==> config.mk <==
export PLATFORM = sky130hd
export DESIGN_NAME = stepper_phase_sequencer_unit
export DESIGN_NICKNAME = d
export VERILOG_FILES = /design/src/sv/spsu_pkg.sv /design/src/sv/spsu_seq.sv /design/src/sv/spsu_fifo.sv /design/src/sv/stepper_phase_sequencer_unit.sv
export SDC_FILE = /design/constraint.sdc
export NUM_CORES = 1
export LEC_CHECK = 0
export BUFFER_PORTS_ARGS = -buffer_cell sky130_fd_sc_hd__buf_2
export CORE_ASPECT_RATIO = 1.75
export CORE_MARGIN = 3
export CORE_UTILIZATION = 48
export CTS_BUF_LIST = sky130_fd_sc_hd__clkbuf_4
export DETAILED_ROUTE_END_ITERATION = 8
export GPL_TIMING_DRIVEN = 0
export MAX_ROUTING_LAYER = met4
export PLACE_DENSITY = 0.65
export SLEW_MARGIN = 20
export SYNTH_ARGS = -nofsm -noshare
export SYNTH_HDL_FRONTEND = slang
export SYNTH_HIERARCHICAL = 1
export SYNTH_SLANG_ARGS = --single-unit
==> constraint.sdc <==
create_clock -name aclk -period 3.4 [get_ports aclk]
set_input_delay 0.51 -clock aclk [delete_from_list [all_inputs] [get_ports aclk]]
set_output_delay 0.51 -clock aclk [all_outputs]
set_load 0.05 [all_outputs]
==> src/sv/spsu_pkg.sv <==
// Shared types, codes and phase tables for the stepper phase sequencer.
`default_nettype none

package spsu_pkg;

    // Drive mode codes held in the configuration register.
    typedef enum logic [1:0] {
        MODE_FULL     = 2'd0,
        MODE_HALF     = 2'd1,
        MODE_WAVE     = 2'd2,
        MODE_STEP_DIR = 2'd3
    } mode_t;

    // Pin vector order: bit 0 coil A fwd, bit 1 coil A rev, bit 2 coil B fwd, bit 3 coil B rev.
    typedef logic [3:0] pins_t;

    // One result item as held in the output queue.
    typedef struct packed {
        pins_t pins;
        logic  last;
    } result_t;

    // What the sequencer hands to the output queue for one accepted item.
    typedef struct packed {
        logic    two;
        result_t first;
        result_t second;
    } push_t;

    localparam int unsigned QueueDepth = 4;
    localparam int unsigned PtrW       = $clog2(QueueDepth);
    localparam int unsigned CountW     = PtrW + 1;

    // Full-step coil pattern for each of the four phases.
    function automatic pins_t full_pattern(input logic [1:0] phase);
        pins_t pins;
        begin
            unique case (phase)
                2'd0: pins = 4'd5;
                2'd1: pins = 4'd9;
                2'd2: pins = 4'd10;
                default: pins = 4'd6;
            endcase
            return pins;
        end
    endfunction

    // Half-step coil pattern for each of the eight phases.
    function automatic pins_t half_pattern(input logic [2:0] phase);
        pins_t pins;
        begin
            unique case (phase)
                3'd0: pins = 4'd1;
                3'd1: pins = 4'd5;
                3'd2: pins = 4'd4;
                3'd3: pins = 4'd6;
                3'd4: pins = 4'd2;
                3'd5: pins = 4'd10;
                3'd6: pins = 4'd8;
                default: pins = 4'd9;
            endcase
            return pins;
        end
    endfunction

    // Wave-drive coil pattern: one coil end energised per phase.
    function automatic pins_t wave_pattern(input logic [1:0] phase);
        pins_t pins;
        begin
            unique case (phase)
                2'd0: pins = 4'd1;
                2'd1: pins = 4'd4;
                2'd2: pins = 4'd2;
                default: pins = 4'd8;
            endcase
            return pins;
        end
    endfunction

endpackage

`default_nettype wire

==> src/sv/spsu_seq.sv <==
// Phase counters, pin state and drive mode register of the stepper phase sequencer.
`default_nettype none

module spsu_seq (
    input  wire logic            aclk,
    input  wire logic            aresetn,
    input  wire logic            cfg_wr_en,
    input  wire logic [1:0]      cfg_wr_data,
    input  wire logic            accept,
    input  wire logic            direction,
    output spsu_pkg::push_t      push
);

    spsu_pkg::mode_t mode_reg;
    logic [1:0]      full_phase_reg, full_phase_next;
    logic [2:0]      half_phase_reg, half_phase_next;
    logic [1:0]      wave_phase_reg, wave_phase_next;
    spsu_pkg::pins_t pin_levels_reg, pin_levels_next;
    spsu_pkg::pins_t pulse_high;
    spsu_pkg::pins_t pulse_low;

    // Work out the pins and the counter moves for the item at the input.
    always_comb begin
        full_phase_next = full_phase_reg;
        half_phase_next = half_phase_reg;
        wave_phase_next = wave_phase_reg;
        pulse_high      = {pin_levels_reg[3], 1'b1, pin_levels_reg[1], ~direction};
        pulse_low       = {pin_levels_reg[3], 1'b0, pin_levels_reg[1], ~direction};
        push.two        = 1'b0;
        push.second     = spsu_pkg::result_t'{pins: pulse_low, last: 1'b1};
        unique case (mode_reg)
            spsu_pkg::MODE_FULL: begin
                pin_levels_next = spsu_pkg::full_pattern(full_phase_reg);
                full_phase_next = direction ? full_phase_reg - 2'd1 : full_phase_reg + 2'd1;
            end
            spsu_pkg::MODE_HALF: begin
                pin_levels_next = spsu_pkg::half_pattern(half_phase_reg);
                half_phase_next = direction ? half_phase_reg - 3'd1 : half_phase_reg + 3'd1;
            end
            spsu_pkg::MODE_WAVE: begin
                pin_levels_next = spsu_pkg::wave_pattern(wave_phase_reg);
                wave_phase_next = direction ? wave_phase_reg - 2'd1 : wave_phase_reg + 2'd1;
            end
            default: begin
                pin_levels_next = pulse_low;
                push.two        = 1'b1;
            end
        endcase
        push.first = push.two ? spsu_pkg::result_t'{pins: pulse_high, last: 1'b0}
                              : spsu_pkg::result_t'{pins: pin_levels_next, last: 1'b1};
    end

    // Mode register, written on a configuration write, and per-mode state, moved only when an item is taken.
    always_ff @(posedge aclk) begin
        if (!aresetn) begin
            mode_reg       <= spsu_pkg::MODE_FULL;
            full_phase_reg <= '0;
            half_phase_reg <= '0;
            wave_phase_reg <= '0;
            pin_levels_reg <= '0;
        end else begin
            if (cfg_wr_en) begin
                mode_reg <= spsu_pkg::mode_t'(cfg_wr_data);
            end
            if (accept) begin
                full_phase_reg <= full_phase_next;
                half_phase_reg <= half_phase_next;
                wave_phase_reg <= wave_phase_next;
                pin_levels_reg <= pin_levels_next;
            end
        end
    end

endmodule

`default_nettype wire

==> src/sv/spsu_fifo.sv <==
// Output queue of result items, taking one or two items per push.
`default_nettype none

module spsu_fifo (
    input  wire logic             aclk,
    input  wire logic             aresetn,
    input  wire logic             push_en,
    input  wire spsu_pkg::push_t  push,
    output logic                  room,
    output logic                  out_valid,
    input  wire logic             out_ready,
    output spsu_pkg::result_t     out_item
);

    spsu_pkg::result_t                  store_reg [spsu_pkg::QueueDepth];
    logic [spsu_pkg::PtrW-1:0]          wr_ptr_reg, wr_ptr_next;
    logic [spsu_pkg::PtrW-1:0]          rd_ptr_reg, rd_ptr_next;
    logic [spsu_pkg::CountW-1:0]        count_reg, count_next;
    logic [spsu_pkg::CountW-1:0]        push_count;
    logic                               pop;

    // Room for two more items means any item can be taken.
    assign room      = count_reg <= spsu_pkg::CountW'(spsu_pkg::QueueDepth - 2);
    assign out_valid = count_reg != '0;
    assign out_item  = store_reg[rd_ptr_reg];
    assign pop       = out_valid && out_ready;

    // Pointer and fill bookkeeping.
    always_comb begin
        push_count  = push_en ? (push.two ? spsu_pkg::CountW'(2) : spsu_pkg::CountW'(1)) : '0;
        wr_ptr_next = wr_ptr_reg + push_count[spsu_pkg::PtrW-1:0];
        rd_ptr_next = pop ? rd_ptr_reg + spsu_pkg::PtrW'(1) : rd_ptr_reg;
        count_next  = count_reg + push_count - (pop ? spsu_pkg::CountW'(1) : '0);
    end

    always_ff @(posedge aclk) begin
        if (!aresetn) begin
            wr_ptr_reg <= '0;
            rd_ptr_reg <= '0;
            count_reg  <= '0;
        end else begin
            wr_ptr_reg <= wr_ptr_next;
            rd_ptr_reg <= rd_ptr_next;
            count_reg  <= count_next;
        end
    end

    // Queue storage; a step pulse writes its high and low items together.
    always_ff @(posedge aclk) begin
        if (push_en) begin
            store_reg[wr_ptr_reg] <= push.first;
            if (push.two) begin
                store_reg[wr_ptr_reg + spsu_pkg::PtrW'(1)] <= push.second;
            end
        end
    end

endmodule

`default_nettype wire

==> src/sv/stepper_phase_sequencer_unit.sv <==
// Top level of the stepper phase sequencer: step requests in, coil pin items out.
`default_nettype none

// Channel   Direction  Handshake          Payload
// s_        in         s_valid/s_ready    s_direction
// m_        out        m_valid/m_ready    m_coil_a_fwd, m_coil_a_rev, m_coil_b_fwd,
//                                         m_coil_b_rev, m_last
// cfg_      in         cfg_wr_en          cfg_wr_data (drive mode)
//
// A step item is worked out in the cycle it is taken and its results sit in a
// four-entry output queue from the next cycle. Coil modes sustain one item per
// cycle while the output is ready; step/direction mode yields two results per
// item, so the single-read queue port holds back new items there. s_ready is high
// while the queue has room for two items. Reset clears the mode, the phase
// counters, the pin levels and the queue.

module stepper_phase_sequencer_unit (
    input  wire logic       aclk,
    input  wire logic       aresetn,
    input  wire logic       cfg_wr_en,
    input  wire logic [1:0] cfg_wr_data,
    input  wire logic       s_valid,
    output logic            s_ready,
    input  wire logic       s_direction,
    output logic            m_valid,
    input  wire logic       m_ready,
    output logic            m_coil_a_fwd,
    output logic            m_coil_a_rev,
    output logic            m_coil_b_fwd,
    output logic            m_coil_b_rev,
    output logic            m_last
);

    spsu_pkg::push_t   push;
    spsu_pkg::result_t out_item;
    logic              accept;

    assign accept = s_valid && s_ready;

    // Mode register, phase counters and pin state.
    spsu_seq u_seq (
        .aclk        (aclk),
        .aresetn     (aresetn),
        .cfg_wr_en   (cfg_wr_en),
        .cfg_wr_data (cfg_wr_data),
        .accept      (accept),
        .direction   (s_direction),
        .push        (push)
    );

    // Result queue between the sequencer and the output channel.
    spsu_fifo u_fifo (
        .aclk      (aclk),
        .aresetn   (aresetn),
        .push_en   (accept),
        .push      (push),
        .room      (s_ready),
        .out_valid (m_valid),
        .out_ready (m_ready),
        .out_item  (out_item)
    );

    // Unpack the head item onto the pin ports.
    assign m_coil_a_fwd = out_item.pins[0];
    assign m_coil_a_rev = out_item.pins[1];
    assign m_coil_b_fwd = out_item.pins[2];
    assign m_coil_b_rev = out_item.pins[3];
    assign m_last       = out_item.last;

endmodule

`default_nettype wire

# After elaboration in Yosys (flattened, before gate mapping)
# Memories as Yosys holds them, arrays and structs flattened. A register that Yosys moved wholly into a read port is not among the register bits.
# Index checks and enable logic that the tools add are counted.
# W data, S select, Z words.
dict set report totals {
  elab_cells 63
  input_bits 8
  ram_bits 20
  n_memories 1
  regBits 20
}
# name depth word_bits read_ports rd_ports_with_merged_regs write_ports line_no
set memory_table {}
lappend memory_table {u_fifo.store_reg 4 5 1 1 2 spsu_fifo.sv:15} ;# spsu_pkg::result_t store_reg [spsu_pkg::QueueDepth];
dict set report classes {
  n_lt_le_gt_ge 1
  bitwise 1
  n_eq_ne 12
  n_mux 18
  n_reduce_logical 11
  addsub 11
}
# operator n
set ops {}
lappend ops {{$pmux W4 S3} 3}
lappend ops {{$pmux W4 S7} 1}
lappend ops {{$mux W2} 5}
lappend ops {{$eq A3 B3 Y1 const B} 3}
lappend ops {{$add A2 B1 Y2 const B} 4}
lappend ops {{$eq A2 B1 Y1 const B} 3}
lappend ops {{$eq A2 B2 Y1 const B} 3}
lappend ops {{$eq A3 B2 Y1 const B} 2}
lappend ops {{$logic_not A2 Y1} 3}
lappend ops {{$mux W1} 6}
lappend ops {{$mux W3} 2}
lappend ops {{$reduce_and A2 Y1} 3}
lappend ops {{$mux W5} 1}
lappend ops {{$sub A2 B1 Y2 const B} 2}
lappend ops {{$add A3 B1 Y3 const B} 1}
lappend ops {{$add A3 B3 Y3} 1}
lappend ops {{$eq A3 B1 Y1 const B} 1}
lappend ops {{$le A3 B2 Y1 const B} 1}
lappend ops {{$logic_not A3 Y1} 1}
lappend ops {{$reduce_bool A3 Y1} 1}
lappend ops {{$reduce_or A3 Y1} 1}
lappend ops {{$sub A3 B1 Y3 const B} 1}
lappend ops {{$sub A3 B3 Y3} 1}
lappend ops {{$add A2 B2 Y2} 1}
lappend ops {{2 further kinds} 3}

# Longest topological paths before layout
dict set report depth {
  ltp_word 6
  mapped_depth 11
  mapped_depth_nobuf 10
}

# Modules after synthesis
# The synthesis kept the hierarchy.
# mod n_inst cells_each area_per_inst_um2 seq_area_each_um2
set modules_own_cells {}
lappend modules_own_cells {spsu_fifo 1 101 1460.2 780.7}
lappend modules_own_cells {spsu_seq 1 111 929.6 220.2}
lappend modules_own_cells {stepper_phase_sequencer_unit 1 1 6.3 0.0}

# Worst setup path after synthesis
# Ideal clock, no wire load.
dict set report synth_path {
  path_type {register -> register}
  start {register u_fifo/count_reg[0] (netlist bit)}
  end {register u_fifo/count_reg[2] (netlist bit)}
  path_slack_ns 0.311
  arrival_time_ns 2.974
  path_stages_with_launch 11
  cell_sequence {dfxtp_1 > a21oi_1 > and2_1 > nand2b_1 > ha_1 > inv_1 > ha_1 > fa_1 > xnor2_1 > xnor2_1 > and2_1}
}
dict set report synth_between {
  elab_chain_cells 5
  word_cells_on_any_way 8
  cone_classes {2 x add/sub; 1 x order compare; 2 x mux; 3 x reduce/logical}
}
# item line_no
set synth_rtl {}
lappend synth_rtl {{from (decl)} spsu_fifo.sv:18} ;# logic [spsu_pkg::CountW-1:0] count_reg, count_next;
lappend synth_rtl {{from (signal assigned)} spsu_fifo.sv:44} ;# count_reg <= count_next;
lappend synth_rtl {{$le A3 B2 Y1} spsu_fifo.sv:23} ;# assign room = count_reg <= spsu_pkg::CountW'(spsu_pkg::QueueDepth - 2);
lappend synth_rtl {{named net s_ready} stepper_phase_sequencer_unit.sv:23} ;# output logic s_ready,
lappend synth_rtl {{$logic_and A1 B1 Y1} stepper_phase_sequencer_unit.sv:38} ;# assign accept = s_valid && s_ready;
lappend synth_rtl {{named net accept} stepper_phase_sequencer_unit.sv:36} ;# logic accept;
lappend synth_rtl {{$mux W3} spsu_fifo.sv:30} ;# push_count = push_en ? (push.two ? spsu_pkg::CountW'(2) : spsu_pkg::CountW'(1)) : '0;
lappend synth_rtl {{$add A3 B3 Y3} spsu_fifo.sv:33} ;# count_next = count_reg + push_count - (pop ? spsu_pkg::CountW'(1) : '0);
lappend synth_rtl {{$sub A3 B3 Y3} spsu_fifo.sv:33}
# The timed path passes the listed nets, and every way through them passes these cells.
# A chain may end at the register's enable or synchronous reset.

# Worst setup path after layout
dict set report layout_path {
  start {register u_fifo/count_reg[0] (netlist bit)}
  end {register u_fifo/count_reg[2] (netlist bit)}
}
dict set report layout_between {
  elab_chain_cells 5
  word_cells_on_any_way 8
  cone_classes {2 x add/sub; 1 x order compare; 2 x mux; 3 x reduce/logical}
}
# item line_no
set layout_rtl {}
lappend layout_rtl {{$le A3 B2 Y1} spsu_fifo.sv:23}
lappend layout_rtl {{$logic_and A1 B1 Y1} stepper_phase_sequencer_unit.sv:38}
lappend layout_rtl {{named net accept} stepper_phase_sequencer_unit.sv:36}
lappend layout_rtl {{$mux W3} spsu_fifo.sv:30}
lappend layout_rtl {{$add A3 B3 Y3} spsu_fifo.sv:33}
lappend layout_rtl {{$sub A3 B3 Y3} spsu_fifo.sv:33}
# The timed path passes the listed nets, and every way through them passes these cells.

==> insert_results.sql <==
INSERT INTO impl_metrics (metric_group, metric, value, unit) VALUES
('worst_hold_path', 'worstHoldEndpoint', 'u_seq/mode_reg[1]$_SDFFE_PN0P_', ''),
('worst_setup_path', 'crit_path_end_kind', 'flip-flop', ''),
('timing', 'slew-limit-headroom', '66.0', '%'),
('floorplan', 'placementRows', '33', ''),
('timing', 'finClkSkew', '0.0124', 'ns'),
('placement', 'gp_congestion', '0.760', ''),
('cts', 'numClockSinks', '40', ''),
('detailed_routing', 'first_pass_iters', '4', ''),
('floorplan', 'initial_utilization', '50.5', '%'),
('timing', 'final_count_of_negative_setup_slack_endpoints', '0', ''),
('worst_setup_path', 'cp.required', '3.65', 'ns'),
('timing', 'hold_slack', '0.394', 'ns'),
('timing', 'max_clock_freq', '0.383', 'GHz'),
('detailed_routing', 'detail_route.drc_violations', '0', ''),
('floorplan', 'placeable_core_region', '4750', 'um^2'),
('yosys', 'seq_area_frac_synth', '41.8', '%'),
('placement', 'area_after_detailed_placement', '2530', 'um^2'),
('worst_setup_path', 'r2r_start', 'u_fifo/count_reg[0]$_SDFF_PN0_', ''),
('worst_setup_path', 'slowest_stage', 'sky130_fd_sc_hd__and2_1', ''),
('detailed_routing', 'routed_wirelength', '4190', 'um'),
('global_routing', 'grt_max_degree', '16', ''),
('timing', 'worst_pin_slew', '0.510', 'ns'),
('job', 'timing.max_cap.violations', '0', ''),
('cells_and_area', 'nets', '260', ''),
('yosys', 'post_synthesis_net_count', '240', ''),
('global_routing', 'grt_first_pass_wirelength', '7130', 'um'),
('timing', 'timing.setup.tns', '0', 'ns'),
('yosys', 'post_synth_inst_count', '213', ''),
('worst_setup_path', 'critical_path_arrival', '2.86', 'ns'),
('worst_setup_path', 'max_stage_delay', '0.47', 'ns'),
('worst_setup_path', 'r2r-end', 'u_fifo/count_reg[2]$_SDFF_PN0_', ''),
('timing', 'min_period_over_period', '76.8', '%'),
('worst_hold_path', 'worst_hold_path_cells', '3', ''),
('global_routing', 'groute.usage.overall', '16.5', '%'),
('yosys', 'yosysWarnings', '6', ''),
('cts', 'tritoncts.num_buffers', '5', ''),
('worst_hold_path', 'min_path_type', 'in2reg', ''),
('cts', 'cts-resized-gates', '0', ''),
('floorplan', 'ios', '15', ''),
('worst_setup_path', 'worstPathCellList', 'a21oi_1 -> and2_1 -> nand2b_1 -> ha_1 -> inv_1 -> ha_1 -> fa_1 -> xnor2_1 -> xnor2_1 -> and2_1', ''),
('detailed_routing', 'detail-route-antenna-nets', '0', ''),
('global_routing', 'grt_pass1_vias', '1528', ''),
('detailed_routing', 'initial_drc_count', '40', ''),
('placement', 'dp.cells', '278', ''),
('power_and_ir_drop', 'power.leakage', '0.987', 'nW'),
('cells_and_area', 'finish.cell_count_without_fillers', '286', ''),
('worst_setup_path', 'path_max_fanout', '15', ''),
('power_and_ir_drop', 'worst_ir_drop_vdd', '0.363', 'mV'),
('yosys', 'mappedNetlistArea', '2400', 'um^2'),
('global_routing', 'global_route.overflow_total', '0', ''),
('cts', 'worst_setup_hold_path_clk_slew', '0.13', 'ns'),
('power_and_ir_drop', 'fin_total_pwr', '0.00157', 'W'),
('cts', 'h-tree-depth', '2', ''),
('worst_setup_path', 'timing_worst_setup_path_type', 'reg2reg', ''),
('timing', 'count_of_endpoints_failing_hold_in_the_final_timing_report', '0', ''),
('cells_and_area', 'syn_to_final_growth', '7.57', '%'),
('cells_and_area', 'post-route-cell-area', '2580', 'um^2'),
('worst_setup_path', 'timing.critical_path.from_type', 'flip-flop', ''),
('worst_setup_path', 'worst-r2r-cell-count', '10', ''),
('detailed_routing', 'via_per_inst', '5.35', ''),
('yosys', 'netlist-cell-type-count', '48', ''),
('yosys', 'ys_dominant_reg_cell', 'sky130_fd_sc_hd__edfxtp_1', ''),
('yosys', 'edff_count_synth', '20', ''),
('cts', 'ctsHoldBuffers', '0', ''),
('cells_and_area', 'antenna_cells_inserted', '0', ''),
('power_and_ir_drop', 'power.density_cell_area', '608', 'nW/um^2'),
('outcome', 'outcome', 'completed', ''),
('detailed_routing', 'vias', '1530', ''),
('cts', 'ctsRootBufferMaster', 'sky130_fd_sc_hd__clkbuf_4', ''),
('cts', 'tritoncts', 'yes', ''),
('global_routing', 'initial_antenna_violation_count', '0', '');
## how the worst max path moves through the flow
stage	from	endpoint	slack [ns]	depth (start not counted)
CTS	u_fifo/count_reg[0]$_SDFF_PN0_	u_fifo/count_reg[2]$_SDFF_PN0_	0.78	10
global route	u_fifo/count_reg[0]$_SDFF_PN0_	u_fifo/count_reg[2]$_SDFF_PN0_	0.66	10
global placement	s_valid	u_fifo/count_reg[2]$_SDFF_PN0_	0.80	10
finish	u_fifo/count_reg[0]$_SDFF_PN0_	u_fifo/count_reg[2]$_SDFF_PN0_	0.79	10
floorplan	u_fifo/count_reg[0]$_SDFF_PN0_	u_fifo/count_reg[2]$_SDFF_PN0_	0.31	10
detailed placement	s_valid	u_fifo/count_reg[2]$_SDFF_PN0_	0.76	10
## layout by cell type, fill, tap and decap left out, types with 2 or more instances in the layout
cell and n:
sky130_fd_sc_hd__nand2_1 5, sky130_fd_sc_hd__buf_4 3, sky130_fd_sc_hd__o21ai_0 5, sky130_fd_sc_hd__inv_1 18
sky130_fd_sc_hd__buf_6 2, sky130_fd_sc_hd__mux2i_1 3, sky130_fd_sc_hd__o32ai_1 2, sky130_fd_sc_hd__mux2_2 23
sky130_fd_sc_hd__nand3b_1 3, sky130_fd_sc_hd__edfxtp_1 20, sky130_fd_sc_hd__mux4_2 5, sky130_fd_sc_hd__clkbuf_4 5
sky130_fd_sc_hd__nor3_1 2, sky130_fd_sc_hd__nand2b_1 3, sky130_fd_sc_hd__ha_1 18, sky130_fd_sc_hd__buf_2 15
sky130_fd_sc_hd__a21oi_1 7, sky130_fd_sc_hd__clkinv_1 2, sky130_fd_sc_hd__clkinv_2 2, sky130_fd_sc_hd__nor2b_1 3
sky130_fd_sc_hd__a211oi_1 5, sky130_fd_sc_hd__and2_1 9, sky130_fd_sc_hd__nand3_1 2, sky130_fd_sc_hd__nor2_1 15
sky130_fd_sc_hd__xor2_1 3, sky130_fd_sc_hd__dfxtp_1 20, sky130_fd_sc_hd__xnor2_1 9, sky130_fd_sc_hd__and2b_1 2
sky130_fd_sc_hd__conb_1 2
## critical path, delay by kind of cell, from the launching register on
kind	cells	cell delay (ns)
xor+xnor	2	0.27
compound gates	1	0.19
fa+ha+maj	3	0.88
flops	1	0.37
simple gates	3	0.78
buf+inv	1	0.04
## area by class of cell
class,count,area [um^2],area share [%]
buffer,9,72.6,2.82
clock buffer,5,37.5,1.46
clock inverter,3,13.8,0.534
inverter,19,71.3,2.77
multi-input combinational,145,1250,48.5
sequential,40,1000,38.8
tap,52,65.1,2.52
timing repair buffer,13,65.1,2.52
## synthesized netlist by cell type (2+ instances only)
cell type | instances | area, um^2
sky130_fd_sc_hd__nand3_1 | 2 | 10.0
sky130_fd_sc_hd__buf_2 | 2 | 10.0
sky130_fd_sc_hd__nor2_1 | 15 | 56.3
sky130_fd_sc_hd__a21oi_1 | 7 | 35.0
sky130_fd_sc_hd__nor2b_1 | 3 | 18.8
sky130_fd_sc_hd__buf_4 | 3 | 22.5
sky130_fd_sc_hd__xor2_1 | 3 | 26.3
sky130_fd_sc_hd__nand3b_1 | 3 | 22.5
sky130_fd_sc_hd__ha_1 | 18 | 225
sky130_fd_sc_hd__o32ai_1 | 2 | 17.5
sky130_fd_sc_hd__xnor2_1 | 9 | 78.8
sky130_fd_sc_hd__mux2i_1 | 3 | 30.0
sky130_fd_sc_hd__and2b_1 | 2 | 15.0
sky130_fd_sc_hd__edfxtp_1 | 20 | 601
sky130_fd_sc_hd__o21ai_0 | 5 | 25.0
sky130_fd_sc_hd__conb_1 | 2 | 7.51
sky130_fd_sc_hd__inv_1 | 18 | 67.6
sky130_fd_sc_hd__mux2_2 | 23 | 259
sky130_fd_sc_hd__mux4_2 | 5 | 113
sky130_fd_sc_hd__nand2_1 | 5 | 18.8
sky130_fd_sc_hd__dfxtp_1 | 20 | 400
sky130_fd_sc_hd__and2_1 | 9 | 56.3
sky130_fd_sc_hd__buf_6 | 2 | 22.5
sky130_fd_sc_hd__nor3_1 | 2 | 10.0
sky130_fd_sc_hd__nand2b_1 | 3 | 18.8
sky130_fd_sc_hd__a211oi_1 | 5 | 37.5
## layer usage
metal,track usage [%],up-vias,part of all wire (%)
li1,-,791,-
met1,16.4,713,38
met2,30.0,20,57
met3,3.12,6,2.2
met4,6.98,0,2.2
met5,-,-,0
## cells by family after synthesis
group           count (synthesis)  share of synthesized area [%]
compound gates                 26                           7.21
other cells                     2                          0.313
flops                          40                           41.8
simple gates                   55                           13.3
xor+xnor                       12                           4.39
mux                            31                           16.8
buf+inv                        28                           6.00
fa+ha+maj                      19                           10.2
## stage by stage
| step | util, % | setup WS, ns |
|---|---|---|
| after floorplan | - | 0.311 |
| after global placement | 53.2 | 0.800 |
| after detailed placement | 53.2 | 0.763 |
| after CTS | 54.3 | 0.775 |
| after global routing | 54.3 | 0.661 |
| final | 54.3 | 0.787 |
## where the power goes
part	switching [W]	internal [W]	leakage, nW
clock	0.000155	0.0000761	0.0324
combinational	0.000390	0.000282	0.615
sequential	0.0000586	0.000606	0.339
total	0.000604	0.000964	0.987
No activity file was read; power rests on OpenSTA's default activity.
